## src/rtl/rgbhsl_pkg.sv

```systemverilog
// Shared types and constants for the RGB to HSL converter.
package rgbhsl_pkg;

  // One input pixel; the first member sits in the most significant bits.
  typedef struct packed {
    logic [7:0] red_in;
    logic [7:0] green_in;
    logic [7:0] blue_in;
  } pixel_t;

  // One converted pixel.
  typedef struct packed {
    logic [14:0] hue_out;
    logic [16:0] saturation_out;
    logic [8:0]  lightness_twice;
  } hsl_t;

  // Hue sector, chosen by the largest channel; red with a negative
  // difference sits in the last sextant before the wrap.
  typedef enum logic [1:0] {
    SEC_RED,
    SEC_GREEN,
    SEC_BLUE,
    SEC_RED_WRAP
  } sector_t;

  // Per-pixel flags and values that travel alongside the dividers.
  typedef struct packed {
    sector_t    sector;
    logic [8:0] sum;
    logic       grey;
    logic       sat_zero;
  } side_t;

  // Long division: dividend width, divisor width and quotient bits per stage.
  localparam int DIV_NUM_W  = 24;
  localparam int DIV_DEN_W  = 8;
  localparam int DIV_STEPS  = 4;
  localparam int DIV_STAGES = DIV_NUM_W / DIV_STEPS;

  localparam logic [14:0] HUE_SECT = 15'd3840;   // 60 degrees in 1/64 degree
  localparam logic [14:0] HUE_FULL = 15'd23040;  // 360 degrees in 1/64 degree

  // Hue offset of a sector in 1/64 degree, before the one-sector correction.
  function automatic logic [14:0] sector_base(sector_t sec);
    logic [14:0] base;
    case (sec)
      SEC_RED:      base = 15'd0;
      SEC_GREEN:    base = 15'd7680;
      SEC_BLUE:     base = 15'd15360;
      SEC_RED_WRAP: base = 15'd23040;
      default:      base = 15'd0;
    endcase
    return base;
  endfunction

endpackage

```

## src/rtl/rgbhsl_div.sv

```systemverilog
// Pipelined restoring divider with per-stage advance enables.
module rgbhsl_div #(
  parameter int NUM_W = 24,
  parameter int DEN_W = 8,
  parameter int STEPS = 4
) (
  input  logic                         clk,
  input  logic [NUM_W/STEPS-1:0]       adv,
  input  logic [NUM_W-1:0]             num_i,
  input  logic [DEN_W-1:0]             den_i,
  output logic [NUM_W-1:0]             quo_o,
  output logic [DEN_W-1:0]             rem_o,
  output logic [DEN_W-1:0]             den_o
);

  localparam int STAGES = NUM_W / STEPS;

  // Dividend bits shift out at the top while quotient bits shift in below.
  logic [NUM_W-1:0] nq_r   [STAGES];
  logic [DEN_W-1:0] rem_r  [STAGES];
  logic [DEN_W-1:0] den_r  [STAGES];
  logic [NUM_W-1:0] nq_nxt [STAGES];
  logic [DEN_W-1:0] rem_nxt[STAGES];
  logic [DEN_W-1:0] den_nxt[STAGES];

  always_comb begin
    logic [NUM_W-1:0] nq;
    logic [DEN_W-1:0] rem;
    logic [DEN_W-1:0] den;
    logic [DEN_W:0]   trial;
    nq    = '0;
    rem   = '0;
    den   = '0;
    trial = '0;
    for (int k = 0; k < STAGES; k++) begin
      if (k == 0) begin
        nq  = num_i;
        rem = '0;
        den = den_i;
      end else begin
        nq  = nq_r[k-1];
        rem = rem_r[k-1];
        den = den_r[k-1];
      end
      for (int s = 0; s < STEPS; s++) begin
        trial = {rem, nq[NUM_W-1]};
        nq    = {nq[NUM_W-2:0], 1'b0};
        if (trial >= {1'b0, den}) begin
          rem   = DEN_W'(trial - {1'b0, den});
          nq[0] = 1'b1;
        end else begin
          rem = trial[DEN_W-1:0];
        end
      end
      nq_nxt[k]  = nq;
      rem_nxt[k] = rem;
      den_nxt[k] = den;
    end
  end

  always_ff @(posedge clk) begin
    for (int k = 0; k < STAGES; k++) begin
      if (adv[k]) begin
        nq_r[k]  <= nq_nxt[k];
        rem_r[k] <= rem_nxt[k];
        den_r[k] <= den_nxt[k];
      end
    end
  end

  assign quo_o = nq_r[STAGES-1];
  assign rem_o = rem_r[STAGES-1];
  assign den_o = den_r[STAGES-1];

endmodule

```

## src/rtl/rgb_to_hsl_converter.sv

```systemverilog
// Top level of the pipelined RGB to HSL pixel converter.
//
// Usage: pixels enter on the in_ channel (in_valid, in_ready, in_data) and
// leave on the out_ channel (out_valid, out_ready, out_data). A transaction
// happens on a channel at each rising clock edge where its valid and ready
// are both high. Every input transaction produces exactly one output
// transaction, in order.
//
// Throughput is one pixel per clock while out_ready stays high. The pipeline
// has eight register stages. The depth comes from the two 24-step long
// divisions (hue and saturation, side by side), which retire four quotient
// bits per stage over six stages, plus one stage for min/max and one for
// rounding.
//
// Reset (rst_n low at a clock edge) clears every stage valid bit, so the
// pipeline comes out empty; payload registers are not reset.
// When the receiver holds out_ready low, the stalled result stays on
// out_data and the stages behind it keep filling any empty slots; in_ready
// drops only once every stage holds a pixel. Nothing is dropped or repeated.
module rgb_to_hsl_converter
  import rgbhsl_pkg::*;
(
  input  logic   clk,
  input  logic   rst_n,
  input  logic   in_valid,
  output logic   in_ready,
  input  pixel_t in_data,
  output logic   out_valid,
  input  logic   out_ready,
  output hsl_t   out_data
);

  // Stage 0 is the min/max stage, stages 1..DIV_STAGES are the divider,
  // and the last stage is the output register.
  localparam int NSTG = DIV_STAGES + 2;

  logic [NSTG-1:0] v_r;
  logic [NSTG-1:0] adv;

  // A stage may load when it is empty or when its content moves on.
  always_comb begin
    adv[NSTG-1] = !v_r[NSTG-1] || out_ready;
    for (int i = NSTG - 2; i >= 0; i--) begin
      adv[i] = !v_r[i] || adv[i+1];
    end
  end

  assign in_ready  = adv[0];
  assign out_valid = v_r[NSTG-1];

  always_ff @(posedge clk) begin
    if (!rst_n) begin
      v_r <= '0;
    end else begin
      if (adv[0]) begin
        v_r[0] <= in_valid;
      end
      for (int i = 1; i < NSTG; i++) begin
        if (adv[i]) begin
          v_r[i] <= v_r[i-1];
        end
      end
    end
  end

  // Stage 0: max, min, chroma, sector and the shifted hue difference.
  // The difference plus chroma (0..2C) keeps the hue dividend non-negative;
  // the extra sector of 3840 is taken off again after rounding.
  logic [7:0] mx;
  logic [7:0] mn;
  logic [7:0] chroma;
  logic [8:0] sum;
  logic [7:0] denom;
  logic [9:0] u_ext;
  side_t      side_nxt;

  always_comb begin
    mx = in_data.red_in;
    if (in_data.green_in > mx) mx = in_data.green_in;
    if (in_data.blue_in > mx)  mx = in_data.blue_in;
    mn = in_data.red_in;
    if (in_data.green_in < mn) mn = in_data.green_in;
    if (in_data.blue_in < mn)  mn = in_data.blue_in;

    chroma = mx - mn;
    sum    = {1'b0, mx} + {1'b0, mn};
    if (sum <= 9'd255) begin
      denom = sum[7:0];
    end else begin
      denom = 8'(9'd510 - sum);
    end

    // Ties on the maximum go to red first, then green.
    if (mx == in_data.red_in) begin
      side_nxt.sector = (in_data.green_in >= in_data.blue_in) ? SEC_RED : SEC_RED_WRAP;
      u_ext = {2'b00, in_data.green_in} - {2'b00, in_data.blue_in} + {2'b00, chroma};
    end else if (mx == in_data.green_in) begin
      side_nxt.sector = SEC_GREEN;
      u_ext = {2'b00, in_data.blue_in} - {2'b00, in_data.red_in} + {2'b00, chroma};
    end else begin
      side_nxt.sector = SEC_BLUE;
      u_ext = {2'b00, in_data.red_in} - {2'b00, in_data.green_in} + {2'b00, chroma};
    end

    side_nxt.sum      = sum;
    side_nxt.grey     = (chroma == 8'd0);
    side_nxt.sat_zero = (mx == 8'd0) || (mn == 8'd255);
  end

  side_t      prep_side_r;
  logic [8:0] prep_u_r;
  logic [7:0] prep_c_r;
  logic [7:0] prep_d_r;

  always_ff @(posedge clk) begin
    if (adv[0]) begin
      prep_side_r <= side_nxt;
      prep_u_r    <= u_ext[8:0];
      prep_c_r    <= chroma;
      prep_d_r    <= denom;
    end
  end

  // Dividends: (diff + C) * 3840 for hue, C * 65536 for saturation.
  logic [20:0]          hue_prod;
  logic [DIV_NUM_W-1:0] hue_num;
  logic [DIV_NUM_W-1:0] sat_num;

  assign hue_prod = {prep_u_r, 12'b0} - {4'b0, prep_u_r, 8'b0};
  assign hue_num  = {{(DIV_NUM_W - 21){1'b0}}, hue_prod};
  assign sat_num  = {prep_c_r, 16'b0};

  logic [DIV_NUM_W-1:0] hue_q;
  logic [DIV_DEN_W-1:0] hue_rem;
  logic [DIV_DEN_W-1:0] hue_den;
  logic [DIV_NUM_W-1:0] sat_q;
  logic [DIV_DEN_W-1:0] sat_rem;
  logic [DIV_DEN_W-1:0] sat_den;

  rgbhsl_div #(
    .NUM_W (DIV_NUM_W),
    .DEN_W (DIV_DEN_W),
    .STEPS (DIV_STEPS)
  ) u_hue_div (
    .clk   (clk),
    .adv   (adv[DIV_STAGES:1]),
    .num_i (hue_num),
    .den_i (prep_c_r),
    .quo_o (hue_q),
    .rem_o (hue_rem),
    .den_o (hue_den)
  );

  rgbhsl_div #(
    .NUM_W (DIV_NUM_W),
    .DEN_W (DIV_DEN_W),
    .STEPS (DIV_STEPS)
  ) u_sat_div (
    .clk   (clk),
    .adv   (adv[DIV_STAGES:1]),
    .num_i (sat_num),
    .den_i (prep_d_r),
    .quo_o (sat_q),
    .rem_o (sat_rem),
    .den_o (sat_den)
  );

  // The side information walks beside the divider stages.
  side_t side_r [DIV_STAGES];

  always_ff @(posedge clk) begin
    if (adv[1]) begin
      side_r[0] <= prep_side_r;
    end
    for (int j = 1; j < DIV_STAGES; j++) begin
      if (adv[j+1]) begin
        side_r[j] <= side_r[j-1];
      end
    end
  end

  // Output stage: round to nearest with ties up (remainder at least half the
  // divisor), add the sector offset, wrap a full circle to zero and apply
  // the grey, black and white overrides.
  side_t       side_last;
  logic        hue_up;
  logic        sat_up;
  logic [14:0] hue_rnd;
  logic [15:0] hue_sum;
  logic [16:0] sat_rnd;
  hsl_t        out_nxt;

  always_comb begin
    side_last = side_r[DIV_STAGES-1];
    hue_up    = ({hue_rem, 1'b0} >= {1'b0, hue_den});
    sat_up    = ({sat_rem, 1'b0} >= {1'b0, sat_den});
    hue_rnd   = hue_q[14:0] + {14'b0, hue_up};
    hue_sum   = {1'b0, hue_rnd} + {1'b0, sector_base(side_last.sector)}
              - {1'b0, HUE_SECT};
    sat_rnd   = sat_q[16:0] + {16'b0, sat_up};

    if (side_last.grey || (hue_sum[14:0] == HUE_FULL)) begin
      out_nxt.hue_out = '0;
    end else begin
      out_nxt.hue_out = hue_sum[14:0];
    end
    out_nxt.saturation_out  = side_last.sat_zero ? 17'd0 : sat_rnd;
    out_nxt.lightness_twice = side_last.sum;
  end

  hsl_t out_data_r;

  always_ff @(posedge clk) begin
    if (adv[NSTG-1]) begin
      out_data_r <= out_nxt;
    end
  end

  assign out_data = out_data_r;

  // The wrap logic never lets a full circle through.
  a_hue_range: assert property (@(posedge clk) disable iff (!rst_n)
    out_valid |-> (out_data.hue_out < HUE_FULL))
    else $error("hue_out reached a full circle");

  // Saturation never exceeds 1.0 in Q1.16.
  a_sat_range: assert property (@(posedge clk) disable iff (!rst_n)
    out_valid |-> (out_data.saturation_out <= 17'd65536))
    else $error("saturation_out above one");

  // A black pixel is grey and unsaturated.
  a_black: assert property (@(posedge clk) disable iff (!rst_n)
    (out_valid && (out_data.lightness_twice == 9'd0)) |->
      ((out_data.hue_out == 15'd0) && (out_data.saturation_out == 17'd0)))
    else $error("black pixel with nonzero hue or saturation");

  // Input backpressure only appears once every stage is occupied.
  a_full_stall: assert property (@(posedge clk) disable iff (!rst_n)
    !in_ready |-> (&v_r))
    else $error("in_ready low while a pipeline slot is empty");

endmodule

```

## config.mk

```make
export PLATFORM = sky130hd
export DESIGN_NAME = rgb_to_hsl_converter
export DESIGN_NICKNAME = d
export VERILOG_FILES = /design/src/rtl/rgbhsl_pkg.sv /design/src/rtl/rgbhsl_div.sv /design/src/rtl/rgb_to_hsl_converter.sv
export SDC_FILE = /design/constraint.sdc
export NUM_CORES = 1
export LEC_CHECK = 0
export ABC_CLOCK_PERIOD_IN_PS = 13900
export BUFFER_PORTS_ARGS = -buffer_cell sky130_fd_sc_hd__buf_2
export CORE_MARGIN = 1.5
export CORE_UTILIZATION = 50
export DETAILED_ROUTE_END_ITERATION = 7
export HOLD_SLACK_MARGIN = 0.15
export PLACE_DENSITY = 0.66
export SYNTH_ARGS = -nofsm -noshare
export SYNTH_HDL_FRONTEND = slang
export SYNTH_SLANG_ARGS = --single-unit
```

## constraint.sdc

```tcl
create_clock -name clk -period 13.9 [get_ports clk]
set_clock_uncertainty 0.05 [all_clocks]
set_input_delay 2.78 -clock clk [delete_from_list [all_inputs] [get_ports clk]]
set_output_delay 2.78 -clock clk [all_outputs]
set_load 0.005 [all_outputs]
```

# ---- After elaboration in Yosys (flattened, before gate mapping)
# Memories as Yosys holds them, arrays and structs flattened.
# Index checks and enable logic that the tools add are counted.
dict set report totals {
  register_bits 87
  ram_bits 558
  inputBits 28
  output_inout_bits 43
  wordCells 290
  n_memories 7
}
dict set report classes {
  n_addsub 62
  n_lt_le_gt_ge 56
  n_eq_ne 7
  n_mux 119
  n_reduce_logical 21
}
# name depth word_bits rd rd_ports_with_merged_regs write_ports line_no
set mem_list {}
lappend mem_list {u_hue_div.nq_r 6 24 6 0 6 rgbhsl_div.sv:19} ;# logic [NUM_W-1:0] nq_r [STAGES];
lappend mem_list {u_sat_div.nq_r 6 24 6 0 6 rgbhsl_div.sv:19}
lappend mem_list {side_r 6 13 6 0 6 rgb_to_hsl_converter.sv:169} ;# side_t side_r [DIV_STAGES];
lappend mem_list {u_hue_div.den_r 6 8 6 0 6 rgbhsl_div.sv:21} ;# logic [DEN_W-1:0] den_r [STAGES];
lappend mem_list {u_hue_div.rem_r 6 8 6 0 6 rgbhsl_div.sv:20} ;# logic [DEN_W-1:0] rem_r [STAGES];
lappend mem_list {u_sat_div.den_r 6 8 6 0 6 rgbhsl_div.sv:21}
lappend mem_list {{+1 memories} - - - - - -}
# cell count
set ops {}
lappend ops {{$ge 9x8->1} 48}
lappend ops {{$mux 8} 53}
lappend ops {{$sub 8x8->8} 47}
lappend ops {{$mux 1} 60}
lappend ops {{$pmux 15 s4} 1}
lappend ops {{$add 9x9->9} 3}
lappend ops {{$sub 8x8->9} 3}
lappend ops {{$sub 21x17->21} 1}
lappend ops {{$mux 9} 2}
lappend ops {{$add 17x1->17} 1}
lappend ops {{$eq 8x8->1} 2}
lappend ops {{$gt 8x8->1} 2}
lappend ops {{$logic_not 8->1} 2}
lappend ops {{$lt 8x8->1} 2}
lappend ops {{$add 15x1->15} 1}
lappend ops {{$add 15x15->15} 1}
lappend ops {{$eq 15x15->1 const B} 1}
lappend ops {{$sub 15x12->15 const B} 1}
lappend ops {{$logic_or 1x1->1} 10}
lappend ops {{$add 8x8->9} 1}
lappend ops {{$le 9x8->1 const B} 1}
lappend ops {{$eq 8x8->1 const B} 1}
lappend ops {{$ge 1x8->1} 1}
lappend ops {{$ge 1x8->1 const A} 1}
lappend ops {{9 further kinds} 19}

# ---- Longest topological paths before layout
dict set report depth {
  depth_word 10
  ltp_mapped 41
  mapped_depth_nobuf 38
}

# ---- Cells and area by module
# A second synthesis with hierarchy kept.
dict set report hier_totals {
  hier_cells 4137
  hier_area_um2 45292.2
}
# mod instances cells_each area_each_um2 seq_area_each_um2
set by_module_without_submodules {}
lappend by_module_without_submodules {{rgbhsl_div at u_sat_div} 1 1626 17440.5 7206.9}
lappend by_module_without_submodules {{rgbhsl_div at u_hue_div} 1 1526 17021.3 7206.9}
lappend by_module_without_submodules {rgb_to_hsl_converter 1 985 10830.4 4814.6}

# ---- Worst setup path after synthesis
# OpenSTA, ideal clock, no wires.
dict set report synth_path {
  path_kind {input to register}
  from {input port in_data[14] (netlist bit)}
  to {register prep_u_r[8] (data pin)}
  setup_ns 0.269
  arrival_ns 9.397
  required_ns 13.581
  setup_slack_ns 4.185
  stages 36
  n_path_buf 5
  path_cell_list {inv_1 -> ha_1 -> a21o_1 -> a21oi_1 -> and3_1 -> or2_2 -> clkbuf_1 -> clkbuf_1 -> buf_1 -> a21oi_1 -> ha_1 -> nor2b_1 -> o211ai_1 -> a211oi_1 -> clkbuf_1 -> nor2_1 -> clkbuf_1 -> a21boi_0 -> ha_1 -> o21bai_1 -> a21o_1 -> a21oi_1 -> o21bai_1 -> a21oi_1 -> nor2_1 -> nor2_1 -> xnor2_1 -> fa_1 -> inv_1 -> ha_1 -> or3_1 -> o21ai_0 -> a21oi_1 -> xor2_1 -> mux2i_1 -> mux2i_1}
}
dict set report synth_via {
  elab_chain_cells 8
  elab_cells_between_ends 18
  cone_classes {add/sub (6); order compare (4); eq/ne (2); mux (6)}
}
# element line_no
set synth_lines {}
lappend synth_lines {{start, declared} rgb_to_hsl_converter.sv:27} ;# input pixel_t in_data,
lappend synth_lines {{$gt 8x8->1 or $lt 8x8->1 (tied branches)} {rgb_to_hsl_converter.sv:79, rgb_to_hsl_converter.sv:82}}
lappend synth_lines {{$mux 8, on equally long branches} {rgb_to_hsl_converter.sv:79, rgb_to_hsl_converter.sv:82}}
lappend synth_lines {{$gt 8x8->1 or $lt 8x8->1 (tied branches)} {rgb_to_hsl_converter.sv:80, rgb_to_hsl_converter.sv:83}}
lappend synth_lines {{$mux 8, on equally long branches} {rgb_to_hsl_converter.sv:80, rgb_to_hsl_converter.sv:83}}
lappend synth_lines {{$sub 8x8->8} rgb_to_hsl_converter.sv:85} ;# chroma = mx - mn;
lappend synth_lines {{$add 9x9->9, on equally long branches} {rgb_to_hsl_converter.sv:102, rgb_to_hsl_converter.sv:99}}
lappend synth_lines {{$mux 9} rgb_to_hsl_converter.sv:97} ;# end else if (mx == in_data.green_in) begin
lappend synth_lines {{$mux 9 (*)} rgb_to_hsl_converter.sv:94} ;# if (mx == in_data.red_in) begin
lappend synth_lines {{named net u_ext[8]} rgb_to_hsl_converter.sv:74} ;# logic [9:0] u_ext;
lappend synth_lines {{end signal, assigned} rgb_to_hsl_converter.sv:118} ;# prep_u_r <= u_ext[8:0];
lappend synth_lines {{end, declared} rgb_to_hsl_converter.sv:111} ;# logic [8:0] prep_u_r;
# The timed path passes the listed nets; every way through them passes the cells marked *.
# A chain may end at the register's enable or synchronous reset.

# ---- Worst setup path after layout
dict set report layout_path {
  from {input port in_data[11] (netlist bit)}
  to {register prep_u_r[8] (data pin)}
}
dict set report layout_via {
  elab_chain_cells 8
  elab_cells_between_ends 18
  cone_classes {add/sub (6); order compare (4); eq/ne (2); mux (6)}
}
# element line_no
set layout_lines {}
lappend layout_lines {{$gt 8x8->1 or $lt 8x8->1 (tied branches)} {rgb_to_hsl_converter.sv:79, rgb_to_hsl_converter.sv:82}}
lappend layout_lines {{$mux 8, on equally long branches} {rgb_to_hsl_converter.sv:79, rgb_to_hsl_converter.sv:82}}
lappend layout_lines {{$gt 8x8->1 or $lt 8x8->1 (tied branches)} {rgb_to_hsl_converter.sv:80, rgb_to_hsl_converter.sv:83}}
lappend layout_lines {{$mux 8, on equally long branches} {rgb_to_hsl_converter.sv:80, rgb_to_hsl_converter.sv:83}}
lappend layout_lines {{$sub 8x8->8 (*)} rgb_to_hsl_converter.sv:85}
lappend layout_lines {{named net chroma[2]} rgb_to_hsl_converter.sv:71} ;# logic [7:0] chroma;
lappend layout_lines {{$add 9x9->9, on equally long branches} {rgb_to_hsl_converter.sv:102, rgb_to_hsl_converter.sv:99}}
lappend layout_lines {{$mux 9} rgb_to_hsl_converter.sv:97}
lappend layout_lines {{$mux 9 (*)} rgb_to_hsl_converter.sv:94}
lappend layout_lines {{named net u_ext[8]} rgb_to_hsl_converter.sv:74}
# Marks and branches as above.

==> results.py <==
metrics = {
    "sta": {
        "fin_crit_sh": 0.774,
        "setup_viol": 0,
        "rsz0062_at_grt": "no",
        "slew_headroom": 0.232,
        "period_needed_ps": 10750,
        "drv_slew": 0,
        "fmax_mhz": 93.0,
        "worstMarginPinSlew_ps": 1150,
        "hold_viol": 0,
        "finalSetupTns_ps": 0,
    },
    "synth": {
        "postSynthCellCount": 3839,
        "synth_seq_cells": 448,
        "synthFlopType": "edfxtp_1",
        "synth_area_sq_mm": 0.0382,
        "synth_cell_types": 106,
        "ys_seq_area_frac": 0.350,
        "synth-warning-count": 0,
        "synth_edf_count": 440,
        "ys_async_sr_fraction": 0,
        "syn_avg_cell_area_sq_um": 9.96,
    },
    "die": {
        "num_io_pins": 71,
        "die_area_sq_mm": 0.0781,
        "fp.dieW_um": 280,
        "placementRows": 101,
        "coreArea_sq_mm": 0.0758,
        "start_util": 0.504,
        "die_y_um": 280,
    },
    "route": {
        "drtIter0Drc": 1570,
        "drt_first_pass_iters": 5,
        "routedWlPerCell_um": 17.5,
        "route.detailed.drc": 0,
        "num_vias": 28500,
        "ant_nets": 0,
        "finalWirelength_um": 86700,
        "post_drt_via_cell_ratio": 5.77,
    },
    "place": {
        "portBuffers": 70,
        "dp_hpwl_um": 68500,
        "routabilityCongestion": 0.921,
    },
    "clocking": {
        "clk_pin_slew_worst_paths_ps": 60,
        "cts_resized": 0,
        "htree_levels": 2,
        "clockBufferDepth": 3,
        "cts.sinks": 448,
        "numCtsBuffers": 51,
        "cts_tree": "yes",
        "clock-root-buffer": "clkbuf_16",
        "clk_latency_ps": 590,
        "post_cts_buffers": 0,
        "hold_buffers": 0,
    },
    "worst_setup_path": {
        "rr_endpoint": "u_hue_div.rem_r[1][6]",
        "worst_ep_required_time_ps": 14170,
        "max_stage_delay_ps": 910,
        "r2r-start": "u_hue_div.den_r[0][1]",
        "startpoint": "in_data[11]",
        "critPathLaunchType": "input pin",
        "crit_slowest_cell": "a21oi_1",
        "path_buf_inv": 3,
        "path_max_fanout": 13,
        "rrSetupSlack_ps": 3180,
        "cp-end-kind": "register",
        "crit_family": "compound AO/OA/AOI/OAI gates",
        "worstPathArrival_ps": 11020,
        "crit_type": "input pin to register",
        "worst-r2r-cell-count": 34,
        "crit_top_cell": "a21oi_1",
    },
    "global_routing": {
        "track_usage": 0.221,
        "grt_pass1_wl_um": 141000,
        "grt_max_degree": 72,
        "antenna_found_initial": 0,
        "overflow": 0,
        "grt_pass1_vias": 27600,
    },
    "min_path": {
        "hold_path_depth": 0,
        "min_path_type": "register to register",
        "hold-path-endpoint": "u_sat_div.nq_r[3][7]",
        "min-delay-start": "u_sat_div.nq_r[2][3]",
    },
    "job": {
        "maxCapViolations": 0,
    },
    "finish": {
        "diodes": 0,
        "final_nets": 4476,
        "final_common_cell": "ha_1",
        "drive_above_1_share": 0.0918,
        "multi_input_area_sq_mm": 0.0234,
        "fillerInstances": 6740,
        "area_delta_synth_final_pct": 8.22,
        "seq_area_sq_mm": 0.0134,
        "final_cell_mix": "ha_1 (473), edfxtp_1 (440), inv_1 (309)",
    },
    "run_status": {
        "outcome": "finished clean",
    },
}
==> cell families (layout without fill, tap and decap cells) <==
logic type,count (synthesis),count (layout),synth area share
other,1,3,0.0000981
buffers and inverters,374,497,0.0376
muxes,199,199,0.0564
and+or+nand+nor,1005,1005,0.133
DFF,448,448,0.350
xor gates and xnor gates,300,300,0.0687
AOI/OAI and AO/OA,987,987,0.172
adders and majority gates,525,525,0.182
==> layer usage <==
layer,share of wire,vias up,track usage
met5,0,-,0
met4,0.032,0,0.0682
met3,0.031,151,0.0224
met2,0.47,476,0.383
met1,0.47,13500,0.291
li1,-,14400,-
==> worst max-delay path by stage <==
stage,depth (start not counted),end,slack (ps)
finish,29,prep_u_r[8],3150
global route,34,u_hue_div.rem_r[1][6],2080
detailed placement,29,prep_u_r[8],2620
global placement,29,prep_u_r[8],2780
floorplan,36,prep_u_r[8],4180
CTS,34,u_hue_div.rem_r[1][6],3180
==> layout make-up <==
cell class / count / area share
repair buffers: 84 / 0.0110
inverters: 319 / 0.0289
well taps: 978 / 0.0296
multi-input cells: 3019 / 0.567
clock buffers: 61 / 0.0323
clock inverters: 33 / 0.00847
flip-flops and latches: 448 / 0.323
==> synth_stat cells, drive strengths merged, types with 53 or more instances <==
cell | count | area, sq um
mux2 | 122 | 1380
mux2i | 77 | 774
nor2b | 99 | 619
nand3 | 53 | 265
a21o | 75 | 563
nand2 | 170 | 638
nor2 | 304 | 1150
ha | 473 | 5920
o21ai | 230 | 1150
xor2 | 103 | 902
nand2b | 68 | 425
a21oi | 251 | 1260
nor3 | 82 | 410
edfxtp | 440 | 13200
o21a | 83 | 623
xnor2 | 197 | 1730
inv | 316 | 1190
==> flip-flops by register name (all words and copies together) (netlist names) <==
register and cells:
out_data 41, v_r 8, u_sat_div.nq_r 45, prep_u_r 9
u_sat_div.rem_r 48, u_hue_div.rem_r 48, prep_side_r 13, side_r 76
prep_d_r 7, u_hue_div.den_r 44, prep_c_r 7, u_sat_div.den_r 42
u_hue_div.nq_r 60
==> metrics by stage <==
step	std cells	hold WS, ps	worst slack, ps	cell area, sq um	utilization
2_1_floorplan	3841	350	4180	38200	-
5_1_grt	4942	367	2080	41400	0.546
6_report	4942	365	3150	41400	0.546
3_5_place_dp	4848	355	2620	39700	0.523
3_3_place_gp	4848	351	2780	39700	0.523
4_1_cts	4942	364	3180	41400	0.546
Power is left out: the tool's default activity adds up to more than one toggle a clock period on the data nets, which glitch-free logic cannot reach.
